**config.mk**
```make
export PLATFORM = sky130hd
export DESIGN_NAME = dwms_fifo
export DESIGN_NICKNAME = d
export VERILOG_FILES = /design/src/rtl/dwms_fifo.sv
export SDC_FILE = /design/constraint.sdc
export NUM_CORES = 1
export LEC_CHECK = 0
export ABC_AREA = 1
export ABC_CLOCK_PERIOD_IN_PS = 1830
export BUFFER_PORTS_ARGS = -buffer_cell sky130_fd_sc_hd__buf_2
export CAP_MARGIN = 20
export CORE_MARGIN = 4
export CORE_UTILIZATION = 35
export CTS_BUF_LIST = sky130_fd_sc_hd__clkbuf_8
export DETAILED_ROUTE_END_ITERATION = 7
export HOLD_SLACK_MARGIN = 0.05
export PLACE_DENSITY_LB_ADDON = 0.1
export SLEW_MARGIN = 0
export SYNTH_ARGS = -nofsm -noshare
export SYNTH_HDL_FRONTEND = slang
export SYNTH_SLANG_ARGS = --single-unit
```
**constraint.sdc**
```tcl
create_clock -name clock -period 1.83 [get_ports clock]
set_input_delay 0.366 -clock clock [delete_from_list [all_inputs] [get_ports clock]]
set_output_delay 0.366 -clock clock [all_outputs]
set_load 0.1 [all_outputs]
```
**src/rtl/dwms_fifo.sv**
```systemverilog
// Small show-ahead queue used for the job queue and the result queue.
module dwms_fifo #(
   parameter int WIDTH = 8,
   parameter int DEPTH = 2
) (
   input  logic             clock,
   input  logic             reset,
   input  logic             push,
   input  logic [WIDTH-1:0] push_data,
   output logic             full,
   input  logic             pop,
   output logic [WIDTH-1:0] pop_data,
   output logic             empty
);

   localparam int PTR_W = (DEPTH > 1) ? $clog2(DEPTH) : 1;
   localparam int CNT_W = $clog2(DEPTH + 1);

   logic [WIDTH-1:0] store_ff [DEPTH];
   logic [PTR_W-1:0] wr_ptr_ff, wr_ptr_in;
   logic [PTR_W-1:0] rd_ptr_ff, rd_ptr_in;
   logic [CNT_W-1:0] cnt_ff, cnt_in;
   logic             do_push, do_pop;

   assign full     = (cnt_ff == CNT_W'(DEPTH));
   assign empty    = (cnt_ff == '0);
   assign do_push  = push && !full;
   assign do_pop   = pop && !empty;
   assign pop_data = store_ff[rd_ptr_ff];

   always_comb begin
      wr_ptr_in = wr_ptr_ff;
      rd_ptr_in = rd_ptr_ff;
      cnt_in    = cnt_ff;
      if (do_push) begin
         wr_ptr_in = (wr_ptr_ff == PTR_W'(DEPTH - 1)) ? '0 : wr_ptr_ff + 1'b1;
      end
      if (do_pop) begin
         rd_ptr_in = (rd_ptr_ff == PTR_W'(DEPTH - 1)) ? '0 : rd_ptr_ff + 1'b1;
      end
      if (do_push && !do_pop) begin
         cnt_in = cnt_ff + 1'b1;
      end else if (do_pop && !do_push) begin
         cnt_in = cnt_ff - 1'b1;
      end
   end

   always_ff @(posedge clock) begin
      if (reset) begin
         wr_ptr_ff <= '0;
         rd_ptr_ff <= '0;
         cnt_ff    <= '0;
      end else begin
         wr_ptr_ff <= wr_ptr_in;
         rd_ptr_ff <= rd_ptr_in;
         cnt_ff    <= cnt_in;
      end
   end

   always_ff @(posedge clock) begin
      if (do_push) begin
         store_ff[wr_ptr_ff] <= push_data;
      end
   end

endmodule

```
==> metrics.md <==
| Metric | Value |
|---|---|
| Status | `complete, no violations` |
| Synth Instances | `62` |
| Top cell type's share of synthesized area | `0.580` |
| CP Cell Sequence | `mux2_2 > buf_2` |
| GRT overflow | `0` |
| Clock Latency Late Sink | `0.26 ns` |
| Compound-Gate Fraction of Synth Area | `0.0453` |
| Crit Path Max Fanout | `8` |
| Min Tclk post-route | `1.74 ns` |
| Total CTS buffers | `3` |
| Placed Cells | `112` |
| Final setup fails | `0` |
| Synth cell count leaders | `16 x edfxtp_1, 9 x nor2_1, 8 x mux2_2` |
| XOR/XNOR Fraction of Synth Area | `0` |
| Routability cong. | `0.628` |
| Type of the worst min-delay path | `in2reg` |
| Wire per inst | `12.3 um` |
| Worst Path Arrival | `1.37 ns` |
| Adder-cell area share of the yosys netlist | `0.0151` |
| WP data required | `1.46 ns` |
| Clock sink count | `21` |
| Setup Fix Bufs, Post-CTS | `0` |
| H-tree depth | `1` |
| Die Wd | `56.6 um` |
| Io pins | `22` |
| Root Driver | `clkbuf_8` |
| Post-synthesis instance area | `828 um2` |
| Core ar. | `0.00223 mm2` |
| Die height | `56.6 um` |
| Vias/cell | `4.53` |
| Netlist cell types | `16` |
| Wl on met1 | `626 um` |
| Initial Util | `0.371` |
| CTS max path bufs | `2` |
| Post-synthesis mux area share | `0.109` |
| RSZ-0062 raised after global routing | `false` |
| First-pass GRT wire length | `2370 um` |
| Setup Skew | `0.00519 ns` |
| Largest net degree at the start of global routing | `13` |
| Finished Layout Cells | `116` |
| Clk pin slew, worst setup/hold paths | `0.08 ns` |
| Pre-antenna DRT Iters | `4` |
| Combinational family with the most area after synthesis | `multiplexers` |
| Cell accounting for the most synthesized area | `edfxtp_1` |
| Sequential share of the synthesized area | `0.701` |
| CTS tree | `done` |
| Layout cells sized above 1 | `0.489` |
| Antenna violations before repair | `0` |
| Yosys warnings | `0` |
| Total of max-cap violations | `0` |
| Post-Synthesis Net Count | `75` |
| Fin. max-slew vios | `0` |
| Final Routed Wirelength | `1430 um` |
| Remaining antenna violation count | `0` |
| Initial detailed-routing violation count | `3` |
| FMAX | `0.576 GHz` |
| Slowest cell delay on critical path | `0.45 ns` |
| Die area | `0.00321 mm2` |
| Num rows | `17` |
| WL met3 | `79 um` |
| CP startpoint kind | `flip-flop` |
| Nets@finish | `102` |
| Rel. slew slack | `0.673` |
| CP endpoint kind | `primary output` |
| Via Count | `525` |
| Met2 wire len | `715 um` |
| Top cells by area, synth | `edfxtp_1 58%, dfxtp_1 12%, mux2_2 11%` |
| # DRC | `0` |
| Post-synth EDFFs | `16` |
| Crit path kind | `reg2out` |
| PostCTS Resize Cnt | `1` |
| Fin crit share | `0.948` |
| Synth Area in Simple Gates | `0.0831` |
| Yosys reg bits | `21` |
| Final hold vios | `0` |
| Top Layer Used | `met4` |
| Hold buffers post-CTS | `0` |
| IO buf count | `21` |
| # fillers | `225` |
| Ant. Diodes | `0` |
| Synth Flop Type | `edfxtp_1` |
| Fin Setup TNS | `0 ns` |
| Worst-Margin Slew | `0.494 ns` |
| Tot GR Track Use | `0.0987` |
| Syn_area_per_cell | `13.4 um2` |
| Count leader, synth | `edfxtp_1` |
| Async SR Flop Fraction | `0` |
| Area growth syn-to-layout | `24.5%` |
| Detailed Place HPWL | `1010 um` |
| Slowest-stage cell, CP | `dfxtp_2` |
| Vias in the first global route | `567` |
logic make-up (layout without fill, tap and decap cells):
logic type,count (synthesis),count (layout)
flops,21,21
buf+inv,10,36
mux,8,8
compound gates,6,6
fa+ha+maj,1,1
simple gates,16,16
final cells by class:
type | count | area [um2] | share of cell area
Inverter | 9 | 33.8 | 0.0328
Sequential cell | 21 | 582 | 0.564
Multi-Input combinational cell | 31 | 214 | 0.208
Tap cell | 28 | 35.0 | 0.0340
Clock inverter | 1 | 5.00 | 0.00485
Timing Repair Buffer | 23 | 120 | 0.117
Clock buffer | 3 | 41.3 | 0.0400
worst paths after layout:
kind	start	endpoint	slack (ns)	cells after the start
hold / removal	push_data[0]	store_ff[1][0]$_DFFE_PP_	0.30	1
setup reg to reg	cnt_ff[1]$_SDFFE_PP0P_	cnt_ff[1]$_SDFFE_PP0P_	0.37	9
setup / recovery	flip-flop	pop_data[1]	0.09	2
hold reg to reg	wr_ptr_ff$_SDFFE_PP0N_	wr_ptr_ff$_SDFFE_PP0N_	0.50	2
per-stage QoR:
stage	util	setup WS, ns	hold slack, ns	instance area [um2]
2_1_floorplan	-	0.210	0.465	833
3_3_place_gp	0.440	0.253	0.496	983
3_5_place_dp	0.440	0.256	0.500	983
4_1_cts	0.462	0.0761	0.287	1030
5_1_grt	0.462	0.0385	0.288	1030
6_report	0.462	0.0949	0.295	1030
layer usage:
layer | vias to the layer above | track usage
li1 | 262 | -
met4 | 0 | 0.0610
met2 | 12 | 0.155
met1 | 249 | 0.118
met3 | 2 | 0.0276
met5 | - | 0
critical path, delay by kind of cell, from the launching register on:
| kind | cells | cell delay (ns) |
|---|---|---|
| flip-flops | 1 | 0.45 |
| multiplexers | 1 | 0.37 |
| buffers and inverters | 1 | 0.29 |
cells in the final DEF, fill, tap and decap left out, types with 2 or more instances in the layout:
cell,n
o21ai_0,2
inv_2,2
inv_1,7
o21ai_2,2
buf_2,21
mux2_2,8
dfxtp_1,4
nor2_1,7
buf_4,2
edfxtp_1,16
clkbuf_8,3
nor2_2,2
nand2_1,4
flip-flops by register name, indices dropped and copies added (netlist names), named ones only:
register   cells
rd_ptr_ff      1
wr_ptr_ff      1
cnt_ff         2
store_ff      16
Power is not shown: default switching activity piles up to over one toggle a cycle in this logic, so the estimate is an artifact.
