==> src/rtl/dwms_pkg.sv <==
// Shared types, register indexes and channel helpers for the windowed mean/sigma block.
package dwms_pkg;

   localparam int NCH = 7;
   localparam logic [2:0] CH_LAST = 3'd6;

   localparam int CSR_DATA_W = 16;
   localparam logic CSR_WINDOW_LENGTH = 1'b0;
   localparam logic CSR_DECIMATION = 1'b1;

   localparam logic [13:0] WINDOW_LENGTH_RESET = 14'd8192;
   localparam logic [15:0] DECIMATION_RESET = 16'd1;

   typedef struct packed {
      logic signed [31:0] amp_a;
      logic signed [31:0] amp_b;
      logic signed [31:0] amp_c;
      logic signed [31:0] amp_d;
      logic signed [31:0] sum_signal;
      logic signed [31:0] pos_x;
      logic signed [31:0] pos_y;
      logic               clear;
   } req_type;

   typedef struct packed {
      logic [2:0]         channel;
      logic signed [31:0] mean;
      logic [31:0]        sigma;
      logic [13:0]        count;
      logic               last;
   } rsp_type;

   typedef enum logic [2:0] {
      ST_IDLE,
      ST_WRITE,
      ST_SUM,
      ST_MDIV,
      ST_DEV,
      ST_VDIV,
      ST_SQRT,
      ST_EMIT
   } back_state_type;

   function automatic logic signed [31:0] channel_sample(req_type r, logic [2:0] ch);
      logic signed [31:0] s;
      case (ch)
         3'd0: s = r.amp_a;
         3'd1: s = r.amp_b;
         3'd2: s = r.amp_c;
         3'd3: s = r.amp_d;
         3'd4: s = r.sum_signal;
         3'd5: s = r.pos_x;
         default: s = r.pos_y;
      endcase
      return s;
   endfunction

endpackage

==> src/rtl/dwms_front.sv <==
// Front end: config registers, clear and decimation bookkeeping, job issue.
module dwms_front #(
   parameter int WINDOW_MAX = 8192,
   parameter int PW = 13,
   parameter int CW = 14
) (
   input  logic                                  clock,
   input  logic                                  reset,
   input  logic                                  csr_wr_en,
   input  logic                                  csr_index,
   input  logic [dwms_pkg::CSR_DATA_W-1:0]       csr_wr_data,
   input  logic                                  req_push,
   input  dwms_pkg::req_type                     req_data,
   output logic                                  req_full,
   input  logic                                  job_full,
   output logic                                  job_push,
   output logic                                  job_keep,
   output logic [PW-1:0]                         job_slot,
   output logic [CW-1:0]                         job_count
);

   localparam int LW = (CW > 14) ? CW : 14;

   logic [13:0]   wl_ff, wl_in;
   logic [15:0]   dec_ff, dec_in;
   logic [PW-1:0] wp_ff, wp_in;
   logic [CW-1:0] sc_ff, sc_in;
   logic [15:0]   ph_ff, ph_in;

   logic          take;
   logic [PW-1:0] wp0;
   logic [CW-1:0] sc0;
   logic [15:0]   ph0;
   logic [16:0]   ph1;
   logic [15:0]   dec_eff;
   logic [LW-1:0] wl_eff;

   assign req_full = job_full;
   assign take     = req_push && !job_full;
   assign job_push = take;

   always_comb begin
      wl_in  = wl_ff;
      dec_in = dec_ff;
      if (csr_wr_en) begin
         case (csr_index)
            dwms_pkg::CSR_WINDOW_LENGTH: wl_in  = csr_wr_data[13:0];
            dwms_pkg::CSR_DECIMATION:    dec_in = csr_wr_data;
            default: ;
         endcase
      end
   end

   always_comb begin
      wp0 = req_data.clear ? '0 : wp_ff;
      sc0 = req_data.clear ? '0 : sc_ff;
      ph0 = req_data.clear ? '0 : ph_ff;

      job_keep = (ph0 == '0);
      wp_in = wp0;
      sc_in = sc0;
      if (job_keep) begin
         wp_in = (wp0 == PW'(WINDOW_MAX - 1)) ? '0 : wp0 + 1'b1;
         if (sc0 < CW'(WINDOW_MAX)) begin
            sc_in = sc0 + 1'b1;
         end
      end

      // wrap the phase once it reaches the (possibly lowered) decimation
      dec_eff = (dec_ff == '0) ? 16'd1 : dec_ff;
      ph1     = {1'b0, ph0} + 17'd1;
      ph_in   = (ph1 >= {1'b0, dec_eff}) ? '0 : ph1[15:0];

      // newest kept slot
      job_slot = (wp_in == '0) ? PW'(WINDOW_MAX - 1) : wp_in - 1'b1;

      if (wl_ff == '0) begin
         wl_eff = LW'(1);
      end else if (LW'(wl_ff) > LW'(WINDOW_MAX)) begin
         wl_eff = LW'(WINDOW_MAX);
      end else begin
         wl_eff = LW'(wl_ff);
      end
      job_count = (wl_eff < LW'(sc_in)) ? CW'(wl_eff) : sc_in;
   end

   always_ff @(posedge clock) begin
      if (reset) begin
         wl_ff  <= dwms_pkg::WINDOW_LENGTH_RESET;
         dec_ff <= dwms_pkg::DECIMATION_RESET;
         wp_ff  <= '0;
         sc_ff  <= '0;
         ph_ff  <= '0;
      end else begin
         wl_ff  <= wl_in;
         dec_ff <= dec_in;
         if (take) begin
            wp_ff <= wp_in;
            sc_ff <= sc_in;
            ph_ff <= ph_in;
         end
      end
   end

endmodule

==> config.mk <==
export PLATFORM = sky130hd
export DESIGN_NAME = dwms_front
export DESIGN_NICKNAME = d
export VERILOG_FILES = /design/src/rtl/dwms_pkg.sv /design/src/rtl/dwms_front.sv
export SDC_FILE = /design/constraint.sdc
export NUM_CORES = 1
export LEC_CHECK = 0
export BUFFER_PORTS_ARGS = -buffer_cell sky130_fd_sc_hd__buf_2
export CELL_PAD_IN_SITES_DETAIL_PLACEMENT = 0
export CELL_PAD_IN_SITES_GLOBAL_PLACEMENT = 1
export CORE_MARGIN = 1.5
export CORE_UTILIZATION = 34
export CTS_CLUSTER_SIZE = 14
export DETAILED_ROUTE_END_ITERATION = 8
export PLACE_DENSITY = 0.84
export SYNTH_ARGS = -nofsm -noshare
export SYNTH_HDL_FRONTEND = slang
export SYNTH_SLANG_ARGS = --single-unit
==> constraint.sdc <==
create_clock -name clock -period 8.7 [get_ports clock]
set_input_delay 0.435 -clock clock [delete_from_list [all_inputs] [get_ports clock]]
set_output_delay 0.435 -clock clock [all_outputs]
set_load 0.02 [all_outputs]
==> results of run 1 <==
[per-stage QoR]
step	hold slack, ns	instance area (sq um)	total power [uW]	cells	setup WS, ns
floorplan	0.440	5300	450	695	3.62
CTS	0.320	5980	888	923	2.94
detailed placement	0.461	5660	484	907	2.96
global route	0.336	5980	921	923	2.42
finish	0.326	5980	879	923	2.95
global placement	0.457	5660	483	907	2.99
[per-layer routing]
metal	up-vias	routed length, um	track usage
li1	2533	-	-
met1	2282	6830	0.251
met2	119	5820	0.261
met3	6	708	0.0434
met4	0	73	0.0304
met5	-	0	0
[cell usage after synthesis (9+ instances only)]
cell type | count | area share
xnor2_1 | 16 | 0.026
inv_1 | 45 | 0.032
a21oi_1 | 61 | 0.058
nand2b_1 | 11 | 0.013
nor4_1 | 9 | 0.011
nand2_1 | 131 | 0.093
nor2b_1 | 15 | 0.018
dfxtp_1 | 73 | 0.28
xor2_1 | 12 | 0.020
nor3_1 | 16 | 0.015
nor2_1 | 47 | 0.033
nand3_1 | 12 | 0.011
o21ai_0 | 15 | 0.014
a21o_1 | 12 | 0.017
mux2i_1 | 10 | 0.019
a22o_1 | 13 | 0.021
clkbuf_1 | 25 | 0.018
nand4_1 | 16 | 0.019
ha_1 | 34 | 0.080
[critical path, cell delays in order]
cell       delay, ns
buf_2           0.09
buf_4           0.42
nor2b_1         0.13
inv_1           0.08
ha_1            0.27
nor4b_4         0.44
nand4_1         0.35
a2111oi_0       0.65
xnor2_1         0.13
nor2_1          0.17
inv_1           0.06
ha_1            0.29
a21o_1          0.11
a21oi_1         0.08
a211oi_1        0.20
o21ai_0         0.13
o21ai_2         0.67
mux2_2          0.42
buf_2           0.16
[power groups by stage]
stage	registers, uW	logic [uW]	clock network (uW)
finish	352	124	403
global route	353	139	428
CTS	352	125	411
detailed placement	359	125	0
global placement	359	124	0
floorplan	356	93.7	0
[flip-flops by register name, summed over array words and instances, names as in the netlist]
name,count
wl_ff,14
ph_ff,16
sc_ff,14
dec_ff,16
wp_ff,13
[kinds of logic after synthesis]
group / after synthesis
xor+xnor: 28
flops: 73
simple gates: 312
compound gates: 152
mux: 18
fa+ha+maj: 34
buf+inv: 78
[final cells by class]
cell class / instances / area, sq um
repair buffers: 57 / 298
flip-flops and latches: 73 / 1460
clock buffers: 11 / 243
clock inverters: 5 / 78.8
well taps: 188 / 235
inverters: 45 / 169
fillers: 1603 / 9220
multi-input cells: 544 / 3500
[worst paths after layout]
kind	slack [ns]	cells past startpoint	end
hold reg to reg	0.47	2	wl_ff[1]
setup / recovery	2.95	19	job_count[13]
hold / removal	0.33	3	dec_ff[14]
setup reg to reg	4.63	13	ph_ff[1]
==> impl_metrics.toml, run 1 <==
[outcome]
status = "completed"

[floorplanning]
num_rows = 45
dieArea_sq_um = 16300
initial_utilization = 0.349
die_height_um = 128
coreArea_sq_um = 15200
die_w_um = 128
io_pins = 277

[sta]
finalClockSkew_ns = 0.00640
rsz0062_at_grt = "false"
period_share = 0.661
tightestPinTransition_ns = 0.855
setup_viol = 0
final_hold_viol_count = 0
fmax_mhz = 174
tns_ns = 0
min_period_ns = 5.75
slew_violations = 0
relSlewSlack = 0.428

[detailed_routing]
drt_iter0_drc = 259
vias_per_cell = 5.35
first_pass_iters = 5
ant_nets = 0
wire_per_inst_um = 14.6
postRouteWirelength_um = 13400
vias = 4940
drc = 0

[synth]
syn_avg_cell_area_sq_um = 7.63
ys_warn_count = 0
synthAdderAreaFrac = 0.0803
synthesis.nets = 976
syn_area_sq_um = 5300
yosys_most_used_dff = "dfxtp_1"
async_flop_share = 0
synth_top_family_by_area = "simple AND/OR/NAND/NOR gates"
synth-seq-cells = 73
synth_edf_count = 0
synth-xor-area-share = 0.0463
syn_inst = 695
muxShareOfSynthArea = 0.0366
synth-compound-area-share = 0.188
seq_area_frac_synth = 0.276
synth-simple-area-share = 0.309
synth_cell_types = 72

[finish]
final_common_cell = "nand2_1"
area_delta_synth_final_pct = 12.9
n_antenna_cell = 0
final_cell_mix = "nand2_1 (131), dfxtp_1 (73), a21oi_1 (61)"
fin_util = 0.394
layout-drive-gt1-share = 0.135
num-nets-final = 1011

[global_route]
grt_antenna_before_repair = 0
overflow = 0
track_usage = 0.173
grt_pass1_vias = 4587
grt_pass1_wl_um = 23000
grt_max_degree = 67

[worst_setup_path]
startpoint = "req_data[0]"
crit_path_end_kind = "output pin"
start_kind = "input pin"
critical_path_class = "input pin to output pin"
required_ns = 8.27
r2r-start = "ph_ff[1]"
worstPathArrival_ns = 5.32
crit_path_max_fanout = 49

[run]
max_cap_viol_count = 0

[pwr]
power_frac_seq = 0.400
p_per_area_nw_per_um2 = 147
p_switching_uw = 232
share_comb_of_total_power = 0.141
leakage_uw = 0.00249
max-vdd-ir-drop_mv = 0.136
p_clk_frac = 0.458
intPower_uw = 647
swShare = 0.264

[placement]
dp_hpwl_um = 9750
gp_congestion = 0.818
portBuffers = 52

[hold_path]
min-delay-start = "csr_wr_data[14]"
hp-class = "input pin to flop"

[clock_network]
numCtsBuffers = 9
htreeDepth = 3
cts_tree = "built"
ctsHoldBuffers = 0
clockRootBuffer = "clkbuf_16"
path_clk_slew_ns = 0.06
cts_setup_buffers = 0
clock_sinks = 73
cts_resized = 0
insertion_delay_ns = 0.34
cts_buffer_depth = 2
No activity file was read; power rests on OpenSTA's default activity.
==> run 2: changes to the inputs <==
--- a/config.mk
+++ b/config.mk
@@ -5,14 +5,15 @@
 export SDC_FILE = /design/constraint.sdc
 export NUM_CORES = 1
 export LEC_CHECK = 0
+export ABC_AREA = 1
 export BUFFER_PORTS_ARGS = -buffer_cell sky130_fd_sc_hd__buf_2
 export CELL_PAD_IN_SITES_DETAIL_PLACEMENT = 0
 export CELL_PAD_IN_SITES_GLOBAL_PLACEMENT = 1
 export CORE_MARGIN = 1.5
-export CORE_UTILIZATION = 34
+export CORE_UTILIZATION = 31
 export CTS_CLUSTER_SIZE = 14
 export DETAILED_ROUTE_END_ITERATION = 8
-export PLACE_DENSITY = 0.84
+export PLACE_DENSITY = 0.79
 export SYNTH_ARGS = -nofsm -noshare
 export SYNTH_HDL_FRONTEND = slang
 export SYNTH_SLANG_ARGS = --single-unit
==> constraint.sdc (replaced) <==
create_clock -name clock -period 5.48 [get_ports clock]
set_input_delay 0.274 -clock clock [delete_from_list [all_inputs] [get_ports clock]]
set_output_delay 0.274 -clock clock [all_outputs]
set_load 0.02 [all_outputs]
==> impl_metrics.toml, run 2 <==
[finish]
final_cell_mix = "nand2_1 (216), inv_1 (150), nor2_1 (100)"
final_common_cell = "nand2_1"
largestRegisters = "dec_ff x16, ph_ff x16"
layout-drive-gt1-share = 0.116
multi_input_area_sq_um = 3570
fillerInstances = 2041
seq_area_sq_um = 1460
num-nets-final = 1262
n_antenna_cell = 0
area_delta_synth_final_pct = 11.8

[global_route]
grt_max_degree = 65
grt_pass1_vias = 5270
grt_util_met3 = 0.0217
grt_antenna_before_repair = 0
use_met1 = 0.224
overflow = 0
track_usage = 0.164
grt_pass1_wl_um = 26000
grt_util_met2 = 0.267
top_usage_layer = "met2"

[synth]
syn_inst = 948
synth-seq-cells = 73
seq_area_frac_synth = 0.252
muxShareOfSynthArea = 0.00172
syn_avg_cell_area_sq_um = 6.12
synth-simple-area-share = 0.351
ys_warn_count = 0
async_flop_share = 0
yosys_most_used_dff = "dfxtp_1"
synth_top_area_frac = 0.252
synthesis.nets = 1229
synth_area_leaders = "dfxtp_1 (25%), nand2_1 (14%), inv_1 (9.7%)"
synth-xor-area-share = 0.0300
synth_edf_count = 0
synth_top_area_cell = "dfxtp_1"
synthAdderAreaFrac = 0.0733
synth-compound-area-share = 0.159
syn_area_sq_um = 5800
post-synth-top-count-cell = "nand2_1"
ys_top_cells_by_count = "nand2_1 (216), inv_1 (150), nor2_1 (101), a21oi_1 (81), dfxtp_1 (73)"
synth_cell_types = 43
synth_top_family_by_area = "simple AND/OR/NAND/NOR gates"

[pwr]
finalPower_uw = 1450
power_frac_seq = 0.396
p_clk_frac = 0.389
max-vdd-ir-drop_mv = 0.157
p_per_area_nw_per_um2 = 223
swShare = 0.316
leakage_uw = 0.00316
intPower_uw = 990
share_comb_of_total_power = 0.215
p_switching_uw = 457

[clock_network]
htreeDepth = 3
insertion_delay_ns = 0.34
numCtsBuffers = 9
cts_resized = 0
ctsHoldBuffers = 0
cts_buffer_depth = 2
cts_tree = "built"
path_clk_slew_ns = 0.06
clock_sinks = 73
cts_setup_buffers = 0
clockRootBuffer = "clkbuf_16"

[worst_setup_path]
required_ns = 5.21
r2r-end = "ph_ff[8]"
reg2reg_depth = 19
r2r_setup_slack_ns = 2.06
worstPathArrival_ns = 4.21
crit_path_max_fanout = 16
critical_path_class = "input pin to output pin"
r2r-start = "ph_ff[0]"
start_kind = "input pin"
crit_path_end_kind = "output pin"

[detailed_routing]
drc = 3
vias_per_cell = 4.76
vias = 5789
wire_per_inst_um = 12.7
drt_iter0_drc = 269
first_pass_iters = 6
postRouteWirelength_um = 15400
ant_nets = 0

[placement]
portBuffers = 52
dpl_worst_slack_ns = 0.977
gp_congestion = 0.840
dp_hpwl_um = 11500

[sta]
whs_ns = 0.194
min_period_ns = 4.48
tns_ns = 0
final_hold_viol_count = 0
finalClockSkew_ns = 0.00754
rsz0062_at_grt = "false"
setup_viol = 0
period_share = 0.818
fmax_mhz = 223
slew_violations = 0
tightestPinTransition_ns = 1.12
worst_slack_ns = 0.999
relSlewSlack = 0.254

[floorplanning]
dieArea_sq_um = 19600
num_rows = 49
coreArea_sq_um = 18100
initial_utilization = 0.320
io_pins = 277
die_w_um = 140
die_height_um = 140

[run]
max_cap_viol_count = 0

[outcome]
failed_checks = "DRC"
status = "finished with violations"

[hold_path]
min_to = "dec_ff[0]"
min-delay-start = "csr_wr_data[0]"
whs_path_depth = 3
hp-class = "input pin to flop"
-- run 2: worst max-delay path: stages --
cell and delay (ns):
buf_2 0.26, buf_4 0.26, nor2_1 0.13, inv_1 0.07, ha_1 0.17, nand3_1 0.11
nor2_2 0.24, nand2_4 0.19, nor2_4 0.18, nand2_1 0.12, nor2_2 0.13, nand2_1 0.11
xnor2_1 0.31, inv_1 0.08, ha_1 0.31, nand2_1 0.09, nor2_1 0.05, a211oi_1 0.16
o221a_2 0.32, nand2_2 0.22, nand2_1 0.12, nand2_1 0.09, buf_2 0.17
-- run 2: worst max path at each step --
stage | cells past startpoint | slack, ns | from | endpoint
after CTS | 22 | 0.97 | req_data[0] | job_count[3]
after global routing | 23 | 0.59 | req_data[0] | job_count[2]
after detailed placement | 22 | 0.98 | req_data[0] | job_count[3]
after global placement | 23 | 0.96 | req_data[0] | job_count[2]
final | 23 | 1.0 | req_data[0] | job_count[2]
after floorplan | 22 | 1.68 | req_data[0] | job_count[10]
-- run 2: per-layer routing --
layer / up-vias / routed length (um)
li1: 3111 / -
met2: 91 / 6880
met3: 12 / 470
met5: - / 0
met4: 0 / 220
met1: 2575 / 7800
-- run 2: cell type report --
class / instances / area share
tap: 229 / 0.0442
clock buffer: 14 / 0.0407
multi-input combinational: 684 / 0.551
clock inverter: 2 / 0.00193
inverter: 154 / 0.0891
sequential: 73 / 0.225
timing repair buffer: 59 / 0.0482
-- run 2: per-stage QoR --
stage                     instance area, sq um  utilization  std cells
final                                     6490        0.357       1215
after global routing                      6490        0.357       1215
after CTS                                 6490        0.357       1215
after detailed placement                  6210        0.342       1199
after global placement                    6210        0.342       1199
after floorplan                           5800            -        948
-- run 2: power by group through the flow --
| stage | Clock (uW) | Combinational, uW | Sequential [uW] |
|---|---|---|---|
| after floorplan | 0 | 233 | 581 |
| after global placement | 0 | 311 | 584 |
| after detailed placement | 0 | 313 | 585 |
| after CTS | 580 | 314 | 573 |
| after global routing | 599 | 353 | 576 |
| final | 563 | 311 | 573 |
-- run 2: logic make-up after synthesis --
family                     Yosys count
and+or+nand+nor                    460
muxes                                1
xor gates and xnor gates            19
DFF                                 73
adders and majority gates           34
buffers and inverters              191
AOI/OAI and AO/OA                  170
==> run 3: changes to the inputs <==
--- a/config.mk
+++ b/config.mk
@@ -5,15 +5,15 @@
 export SDC_FILE = /design/constraint.sdc
 export NUM_CORES = 1
 export LEC_CHECK = 0
-export ABC_AREA = 1
+export ABC_AREA = 0
 export BUFFER_PORTS_ARGS = -buffer_cell sky130_fd_sc_hd__buf_2
 export CELL_PAD_IN_SITES_DETAIL_PLACEMENT = 0
 export CELL_PAD_IN_SITES_GLOBAL_PLACEMENT = 1
 export CORE_MARGIN = 1.5
-export CORE_UTILIZATION = 31
+export CORE_UTILIZATION = 29
 export CTS_CLUSTER_SIZE = 14
 export DETAILED_ROUTE_END_ITERATION = 8
-export PLACE_DENSITY = 0.79
+export PLACE_DENSITY = 0.76
 export SYNTH_ARGS = -nofsm -noshare
 export SYNTH_HDL_FRONTEND = slang
 export SYNTH_SLANG_ARGS = --single-unit
==> constraint.sdc (replaced) <==
create_clock -name clock -period 3.69 [get_ports clock]
set_input_delay 0.1845 -clock clock [delete_from_list [all_inputs] [get_ports clock]]
set_output_delay 0.1845 -clock clock [all_outputs]
set_load 0.02 [all_outputs]
==> impl_metrics.toml, run 3 (synthesized netlist as in run 1, its figures left out) <==
[sta]
fmax_mhz = 251
tightestPinTransition_ns = 0.901
worst_slack_ns = -0.299
rsz0062_at_grt = "true"
slew_violations = 0
setup_viol = 15
finalClockSkew_ns = 0.00505
min_period_ns = 3.99
period_share = 1.08
final_hold_viol_count = 0
whs_ns = 0.0863
relSlewSlack = 0.397

[clock_network]
path_clk_slew_ns = 0.06
htreeDepth = 3
insertion_delay_ns = 0.34
cts_tree = "built"
cts_buffer_depth = 2
numCtsBuffers = 9
clockRootBuffer = "clkbuf_16"
clock_sinks = 73

[floorplanning]
dieArea_sq_um = 19100
initial_utilization = 0.295
die_w_um = 138
io_pins = 277
num_rows = 49
die_height_um = 138
coreArea_sq_um = 18000

[worst_setup_path]
crit_cells = 20
crit_chain = "nor2b_4 -> inv_2 -> ha_4 -> nor4b_4 -> and4_4 -> o2111ai_2 -> xor2_1 -> nor2_1 -> inv_1 -> ha_4 -> a21o_1 -> a21o_1 -> a21oi_2 -> o211ai_1 -> a21oi_2 -> o21ai_2 -> buf_6 -> buf_6 -> mux2_4 -> buf_6"
worstPathArrival_ns = 3.80
crit_path_max_fanout = 5
slowest_delay_ns = 0.32
required_ns = 3.51
start_kind = "flop"
r2r_setup_slack_ns = -0.02
crit_buf_inv = 5
crit_path_end_kind = "output pin"
crit_top_cell = "buf_6"
crit_slowest_cell = "and4_4"
reg2reg_depth = 17
critical_path_class = "flop to output pin"
crit_family = "compound AO/OA/AOI/OAI gates"

[detailed_routing]
drt_iter0_drc = 292
wire_per_inst_um = 14.3
first_pass_iters = 4
vias = 5216
vias_per_cell = 4.96
ant_nets = 0
drc = 0
postRouteWirelength_um = 15000

[pwr]
leakage_uw = 0.00299
max-vdd-ir-drop_mv = 0.233
p_per_area_nw_per_um2 = 304

[outcome]
status = "finished with violations"
failed_checks = "setup timing"

[finish]
largestRegisters = "dec_ff x16, ph_ff x16"
num-nets-final = 1098
fin_util = 0.406
final_area_sq_um = 7290
final_common_cell = "nand2_1"
layout-drive-gt1-share = 0.296
final_cell_mix = "nand2_1 (130), buf_4 (83), dfxtp_1 (71)"
area_delta_synth_final_pct = 37.5
n_antenna_cell = 0

[hold_path]
hp-class = "input pin to flop"
whs_path_depth = 3

[global_route]
track_usage = 0.155
grt_pass1_vias = 4877
grt_max_degree = 51
grt_antenna_before_repair = 0
overflow = 0
grt_pass1_wl_um = 24500

[placement]
portBuffers = 52
dpl_worst_slack_ns = -0.245
dpl_cell_area_sq_um = 6390
gp_congestion = 0.812
dp_hpwl_um = 11200

[run]
max_cap_viol_count = 0
-- run 3: cell types whose count changed in the layout (fill, tap and decap cells not counted), moves of 21 or more --
cell	delta
nor2_1	-58
a21oi_1	-23
buf_6	+21
o21ai_0	-49
inv_1	-108
nand3_1	-61
buf_4	+76
nand2_1	-86
-- run 3: power breakdown --
| part | internal (uW) | leakage, uW | switching [uW] |
|---|---|---|---|
| sequential | 810 | 0.000594 | 19.5 |
| combinational | 171 | 0.00223 | 226 |
| clock | 634 | 0.000163 | 358 |
-- run 3: metrics by stage --
| stage | cells | setup TNS, ns | power [uW] |
|---|---|---|---|
| 6_report | 1051 | -3.36 | 2220 |
| 5_1_grt | 1051 | -7.54 | 2310 |
| 4_1_cts | 1036 | -4.45 | 2210 |
| 3_5_place_dp | 1018 | -4.84 | 1190 |
| 3_3_place_gp | 1018 | -4.68 | 1190 |
| 2_1_floorplan | 695 | -5.56 | 1080 |
-- run 3: worst reg2reg max path, delay by kind of cell (launching register included) --
family,cells,cell delay [ns]
compound gates,5,1.11
simple gates,5,1.11
buf+inv,4,0.51
fa+ha+maj,2,0.40
flops,1,0.32
xor+xnor,1,0.17
-- run 3: routing by layer --
layer | vias to the layer above | track usage | part of all wire
li1 | 2705 | - | -
met1 | 2382 | 0.222 | 0.51
met2 | 118 | 0.244 | 0.44
met3 | 11 | 0.0267 | 0.046
met4 | 0 | 0.0316 | 0.0079
met5 | - | 0 | 0
-- run 3: worst paths after layout --
kind / end / from
max: job_count[4] / ph_ff[1]
min: dec_ff[15] / csr_wr_data[15]
max reg2reg: ph_ff[9] / ph_ff[1]
min reg2reg: dec_ff[0] / dec_ff[0]
-- run 3: cell type report --
| class | count | area, sq um |
|---|---|---|
| clock inverter | 5 | 85.1 |
| multi-input combinational | 545 | 3950 |
| sequential | 73 | 1460 |
| clock buffer | 11 | 253 |
| fill | 1862 | 10700 |
| inverter | 45 | 171 |
| timing repair buffer | 143 | 1070 |
| tap | 229 | 287 |
-- run 3: what timing repair did --
item / 4_1_cts / 5_1_grt
setup endpoints to repair: 27 / 41
buffers inserted: 2 / 16
pin swaps: 18 / 36
resized for setup: 59 / 45
hold buffers: 0 / 0
hold endpoints to repair: 0 / 0
cloned: 0 / 1
